### src/ptgf_pkg.sv
// ---------------------------------------------------------------------------
// ptgf_pkg
// shared constants and types of the palette table with gradient fill
// ---------------------------------------------------------------------------
`timescale 1ns / 1ps
`default_nettype none

package ptgf_pkg;

    // palette geometry
    localparam int PALETTE_DEPTH = 256;
    localparam int IDX_W         = 8;
    localparam int CH_W          = 8;
    localparam int RGB_W         = 3 * CH_W;
    localparam int SIZE_W        = 9;
    localparam logic [SIZE_W-1:0] ENTRIES_RESET = 9'd256;

    // restoring division takes one quotient bit per step
    localparam int DIV_STEPS = CH_W;

    // commands
    localparam int CMD_W = 2;
    localparam logic [CMD_W-1:0] CMD_READ  = 2'd0;
    localparam logic [CMD_W-1:0] CMD_WRITE = 2'd1;
    localparam logic [CMD_W-1:0] CMD_GRAD  = 2'd2;

    // register map
    localparam int APB_AW = 3;
    localparam int APB_DW = 32;
    localparam logic REG_ENTRIES = 1'b0;

    // control of one color channel unit
    typedef struct packed {
        logic load;
        logic div_step;
        logic fill_step;
    } t_chan_ctl;

endpackage

`default_nettype wire

### src/ptgf_chan.sv
// ---------------------------------------------------------------------------
// ptgf_chan
// one color channel of the gradient: serial divide, then exact stepping
// ---------------------------------------------------------------------------
`timescale 1ns / 1ps
`default_nettype none

module ptgf_chan (
    input  wire logic                      i_clk,
    input  wire ptgf_pkg::t_chan_ctl       i_ctl,
    input  wire logic [ptgf_pkg::CH_W-1:0] i_c1,
    input  wire logic [ptgf_pkg::CH_W-1:0] i_c2,
    input  wire logic [ptgf_pkg::CH_W-1:0] i_d,
    output logic      [ptgf_pkg::CH_W-1:0] o_value
);

    import ptgf_pkg::*;

    logic              r_dn;
    logic [CH_W-1:0]   r_c1;
    logic [CH_W-1:0]   r_div_q;
    logic [CH_W-1:0]   r_div_r;
    logic [CH_W-1:0]   r_acc_q;
    logic [CH_W-1:0]   r_acc_r;

    logic [CH_W:0]     w_trial;
    logic [CH_W:0]     w_trial_sub;
    logic              w_trial_ge;
    logic [CH_W:0]     w_sum;
    logic [CH_W:0]     w_sum_sub;
    logic              w_wrap;
    logic [CH_W:0]     w_ceil;

    // restoring step: shift in next dividend bit, subtract when it fits
    assign w_trial     = {r_div_r, r_div_q[CH_W-1]};
    assign w_trial_ge  = w_trial >= {1'b0, i_d};
    assign w_trial_sub = w_trial - {1'b0, i_d};

    // k*diff = acc_q*d + acc_r, advanced by diff = div_q*d + div_r
    assign w_sum     = {1'b0, r_acc_r} + {1'b0, r_div_r};
    assign w_wrap    = w_sum >= {1'b0, i_d};
    assign w_sum_sub = w_sum - {1'b0, i_d};

    // falling ramp rounds the magnitude up
    assign w_ceil  = {1'b0, r_acc_q} + {{CH_W{1'b0}}, (r_acc_r != '0)};
    assign o_value = r_dn ? (r_c1 - w_ceil[CH_W-1:0]) : (r_c1 + r_acc_q);

    always_ff @(posedge i_clk) begin
        if (i_ctl.load) begin
            r_c1    <= i_c1;
            r_dn    <= i_c2 < i_c1;
            r_div_q <= (i_c2 < i_c1) ? (i_c1 - i_c2) : (i_c2 - i_c1);
            r_div_r <= '0;
            r_acc_q <= '0;
            r_acc_r <= '0;
        end else if (i_ctl.div_step) begin
            r_div_q <= {r_div_q[CH_W-2:0], w_trial_ge};
            r_div_r <= w_trial_ge ? w_trial_sub[CH_W-1:0] : w_trial[CH_W-1:0];
        end else if (i_ctl.fill_step) begin
            r_acc_r <= w_wrap ? w_sum_sub[CH_W-1:0] : w_sum[CH_W-1:0];
            r_acc_q <= r_acc_q + r_div_q + {{(CH_W-1){1'b0}}, w_wrap};
        end
    end

endmodule

`default_nettype wire

### config.mk
export PLATFORM = sky130hd
export DESIGN_NAME = ptgf_chan
export DESIGN_NICKNAME = d
export VERILOG_FILES = /design/src/ptgf_pkg.sv /design/src/ptgf_chan.sv
export SDC_FILE = /design/constraint.sdc
export NUM_CORES = 1
export LEC_CHECK = 0
export ABC_CLOCK_PERIOD_IN_PS = 10500
export BUFFER_PORTS_ARGS = -buffer_cell sky130_fd_sc_hd__buf_2
export CAP_MARGIN = 20
export CORE_AREA = 2 2 106 108
export DETAILED_ROUTE_END_ITERATION = 6
export DIE_AREA = 0 0 108 110
export GPL_TIMING_DRIVEN = 0
export PLACE_DENSITY = 0.68
export SKIP_CTS_REPAIR_TIMING = 1
export SYNTH_ARGS = -nofsm -noshare
export SYNTH_HDL_FRONTEND = slang
export SYNTH_SLANG_ARGS = --single-unit
### constraint.sdc
create_clock -name i_clk -period 10.5 [get_ports i_clk]
set_clock_uncertainty 0.15 [all_clocks]
set_input_delay 0 -clock i_clk [delete_from_list [all_inputs] [get_ports i_clk]]
set_output_delay 0 -clock i_clk [all_outputs]
set_load 0.005 [all_outputs]
[Yosys cells after proc, flatten, opt, wreduce, memory -nomap -nowiden]
Index checks and enable logic that the tools add are counted.
Word-level totals
  register bits: 41
  input port bits: 28
  output and inout bits: 8
  logic and storage cells: 29
Operators by class
  $add $sub $neg: 10
  order comparisons: 3
  muxes and demuxes: 6
  bitwise logic cells: 1
  reductions and logical operators: 3
Operators with widths (count)
  2-to-1 mux 8 bit: 6
  subtractor 8 bit: 5
  greater-or-equal comparator 9 x 8 -> 1 bit: 2
  adder 8 x 1 -> 8 bit: 2
  adder 8 bit: 2
  adder 8 x 8 -> 9 bit: 1
  < comparator 8 bit: 1
  nonzero test 8 bit: 1
  AND reduction 2 bit: 1
  nonzero test 2 bit: 1
  NOT 1 bit: 1

[Depth between registers and ports, before layout]
  depth after elaboration: 4
  gate-level depth with buffers: 21

[Worst setup path before layout]
No wires, ideal clock.
  path type: register -> register
  start point: reg r_div_r[0]
  end point: reg r_acc_q[6]
  setup time: 0.117 ns
  arrival: 4.262 ns
  data required time: 10.233 ns
  path slack: 5.972 ns
  cell stages (with the launch flop): 22
  buffers on the path: 1
  period minus slack after synthesis: 4.528 ns
  cells stage by stage: dfxtp_1 -> ha_1 -> fa_1 -> a211oi_2 -> o21bai_1 -> a21oi_1 -> xnor2_1 -> ha_1 -> nand4_1 -> o21ai_0 -> a31oi_1 -> and2b_1 -> buf_6 -> inv_1 -> fa_1 -> fa_1 -> a21o_1 -> a21oi_1 -> o21bai_1 -> a21oi_1 -> xnor2_1 -> a22o_1
On the way
  longest elaborated chain between the ends: 3
Ends and longest elaborated chain
  from (decl): line ptgf_chan.sv:22  | logic [CH_W-1:0] r_div_r;
  from (signal assigned): line ptgf_chan.sv:58  | r_div_r <= w_trial_ge ? w_trial_sub[CH_W-1:0] : w_trial[CH_W-1:0];
  adder 8 x 8 -> 9 bit: line ptgf_chan.sv:40  | assign w_sum = {1'b0, r_acc_r} + {1'b0, r_div_r};
  greater-or-equal comparator 9 x 8 -> 1 bit: line ptgf_chan.sv:41  | assign w_wrap = w_sum >= {1'b0, i_d};
  adder 8 x 1 -> 8 bit: line ptgf_chan.sv:61  | r_acc_q <= r_acc_q + r_div_q + {{(CH_W-1){1'b0}}, w_wrap};
  to (signal assigned): line ptgf_chan.sv:61
  to (decl): line ptgf_chan.sv:23  | logic [CH_W-1:0] r_acc_q;
No other way between the ends.
A chain may end at the register's enable or synchronous reset.

[Worst setup path after layout]
Ends and elaborated chain as after synthesis.

==> metrics.md <==
| Metric | Value |
|---|---|
| Synth Flop Type | dfxtp_1 |
| Drt via density | 5.25 |
| Net count after synthesis | 607 |
| PwrDens | 144 nW/um^2 |
| Clock power share | 15.1% |
| Required time of the critical path | 10540 ps |
| FFs w/ async S/R, synth | 0% |
| Vias | 3657 |
| Max incr delay on CP | 460 ps |
| FF+latch count, synth | 41 |
| Starting Density | 40.9% |
| TritonRoute pass-1 iters | 4 |
| Yosys warning count | 0 |
| Tmin final | 5080 ps |
| Hold WS | -12.4 ps |
| GRT Total Usage | 16.5% |
| # DRC | 0 |
| Post-detail-place hpwl | 7860 microns |
| Die Footprint | 11900 sq um |
| Sw Share | 39.5% |
| H-Tree Depth | 2 |
| GR Util met3 | 1.23% |
| Critical path arrival | 5130 ps |
| Highest-count cells in the layout ignoring fill and taps | ha_1 (64), inv_1 (53), a21oi_1 (47) |
| Chip height | 110 microns |
| Port bufs | 34 |
| Overall routed net length | 9410 microns |
| Largest net degree at the start of global routing | 13 |
| RSZ-0062 raised after global routing | false |
| VDD IR max | 0.0536 mV |
| GR peak layer | met2 |
| Comb pwr share | 54.9% |
| GR Util met1 | 21.8% |
| FP Rows | 38 |
| Leak | 2.26 nW |
| Congestion Overflow GR | 0 |
| Fin. max-slew vios | 0 |
| Crit path max fanout | 10 |
| DRT iter0 DRCs | 173 |
| Filler instances | 1005 |
| Setup TNS | 0 ps |
| Final setup violating endpoints | 0 |
| EDFF count, synth | 17 |
| Post-route design area | 4910 sq um |
| Worst slack at placement | 5460 ps |
| Status | complete, but fails checks |
| Final setup margin | 5420 ps |
| Met2 Use GR | 28.5% |
| HP Class | in2reg |
| Avg Synthesized Cell Area | 8.67 sq um |
| Number of max-cap violations | 0 |
| Antenna violations before repair | 0 |
| Slew @ Worst Pin | 533 ps |
| Reported net switching power | 0.279 mW |
| Cell count of the worst reg-to-reg path | 21 |
| Core Area | 10700 sq um |
| Chip width | 108 microns |
| CTS tree | yes |
| CTS Buf Count | 5 |
| Post-synth cell types | 60 |
| Int Pwr | 0.427 mW |
| Worst-Skew Late Latency | 300 ps |
| Clock transition at path regs | 70 ps |
| Slowest-stage cell, CP | fa_1 |
| Tcrit/Tclk final | 48.4% |
| Crit-path cells | ha_1, fa_1, a211oi_2, o21bai_1, a21oi_1, xnor2_1, ha_1, nand4_1, o21ai_0, a31oi_1, and2b_1, buf_6, inv_1, fa_1, fa_1, a21o_1, a21oi_1, o21bai_1, a21oi_1, xnor2_1, a22o_1 |
| Cell area after synthesis | 4380 sq um |
| Wirelength per Cell | 13.5 microns |
| CP Capture Type | register |
| Violated checks | hold timing |
| IO Pins | 36 |
| Commonest non-fill, non-tap cell in the layout | ha_1 |
| Final ANT Viol Nets | 0 |
| Worst setup SP type | register |
| Final nets | 658 |
| CTS Root Cell | clkbuf_8 |
| DP Area | 4720 sq um |
| Slew HR | 64.4% |
| First-pass GRT wire length | 15800 microns |
| Vias in the first global route | 3419 |
| Cells after synthesis | 505 |
| Clock buffer depth | 2 |
| Seq/Total Area, Yosys | 22.6% |
| GPL Wtd Cong | 0.894 |
| Hold Path Stages | 3 |
| Crit Path Category | reg2reg |
| Final hold vios | 4 |
| Area delta synth->final | 12.2% |
| Diodes inserted | 0 |
| Flop pwr share | 30.0% |
| Maximum operating frequency | 197 MHz |
| CTS Sinks | 41 |
| Share of cells above drive strength 1 | 11.1% |
## area by class of cell
cell class / instances / area (sq um) / area share [%]
Clock buffer: 8 / 90.1 / 1.83
Tap cell: 140 / 175 / 3.57
Inverter: 53 / 199 / 4.05
Buffer: 14 / 78.8 / 1.60
Multi-Input combinational cell: 397 / 3110 / 63.3
Sequential cell: 41 / 991 / 20.2
Timing Repair Buffer: 44 / 270 / 5.50
## synth_stat cells, drive strengths merged, types with 4 or more instances
cell type / n / area, sq um
a211oi: 11 / 87.6
a21o: 12 / 91.3
a21oi: 47 / 235
a311oi: 7 / 67.6
a31oi: 6 / 37.5
buf: 7 / 52.5
clkbuf: 7 / 26.3
dfxtp: 24 / 480
edfxtp: 17 / 510
fa: 10 / 200
ha: 64 / 801
inv: 53 / 199
mux2: 4 / 45.0
mux2i: 16 / 160
nand2: 30 / 113
nand2b: 8 / 57.6
nand3: 6 / 30.0
nand3b: 5 / 37.5
nor2: 42 / 158
nor2b: 10 / 62.6
nor3: 5 / 25.0
o211ai: 4 / 30.0
o21a: 9 / 67.6
o21ai: 18 / 90.1
o21bai: 8 / 60.1
or3: 5 / 31.3
xnor2: 26 / 228
xor2: 9 / 78.8
## path summary, 6_finish.rpt
kind	start	slack, ps	endpoint
worst max-delay path	r_div_r[0]	5420	r_acc_q[6]
worst min-delay path	i_ctl[1]	-10	r_div_r[2]
worst max register to register	r_div_r[0]	5420	r_acc_q[6]
worst min register to register	r_acc_r[2]	360	r_acc_r[2]
## stage by stage
| stage | total power [mW] | utilization [%] | std cells |
|---|---|---|---|
| after floorplan | 0.510 | - | 505 |
| after global placement | 0.586 | 44.2 | 679 |
| after detailed placement | 0.598 | 44.2 | 679 |
| after CTS | 0.704 | 45.0 | 687 |
| after global routing | 0.766 | 45.9 | 697 |
| final | 0.706 | 45.9 | 697 |
## sequential cells by signal (all words and copies together), names as in the netlist
name	flops
r_acc_r	8
r_acc_q	8
r_c1	8
r_div_q	8
r_dn	1
r_div_r	8
## power by group through the flow
stage | Combinational [mW] | Clock [mW] | Sequential [mW]
after floorplan | 0.303 | 0 | 0.207
after global placement | 0.371 | 0 | 0.215
after detailed placement | 0.383 | 0 | 0.215
after CTS | 0.386 | 0.107 | 0.212
after global routing | 0.438 | 0.113 | 0.215
final | 0.387 | 0.106 | 0.212
## layer usage
| metal | up-vias | routed length (microns) |
|---|---|---|
| met1 | 1685 | 4470 |
| met2 | 58 | 4500 |
| met3 | 12 | 280 |
| met5 | - | 0 |
| li1 | 1902 | - |
| met4 | 0 | 166 |
## cell families after synthesis
kind of cell	count (synthesis)	synth area share, %
flops	41	22.6
buf+inv	67	6.34
fa+ha+maj	74	22.9
xor+xnor	35	7.00
compound gates	141	22.1
simple gates	127	14.3
mux	20	4.69
## critical path: cells and delay by family, from the launching register on
kind	cells	cell delay, ps
buffers and inverters	2	210
AO/OA/AOI/OAI	10	1720
adder cells (fa/ha/maj)	5	1910
AND/OR/NAND/NOR	2	330
flip-flops	1	370
XOR/XNOR	2	280
(Power assumes the default switching activity.)
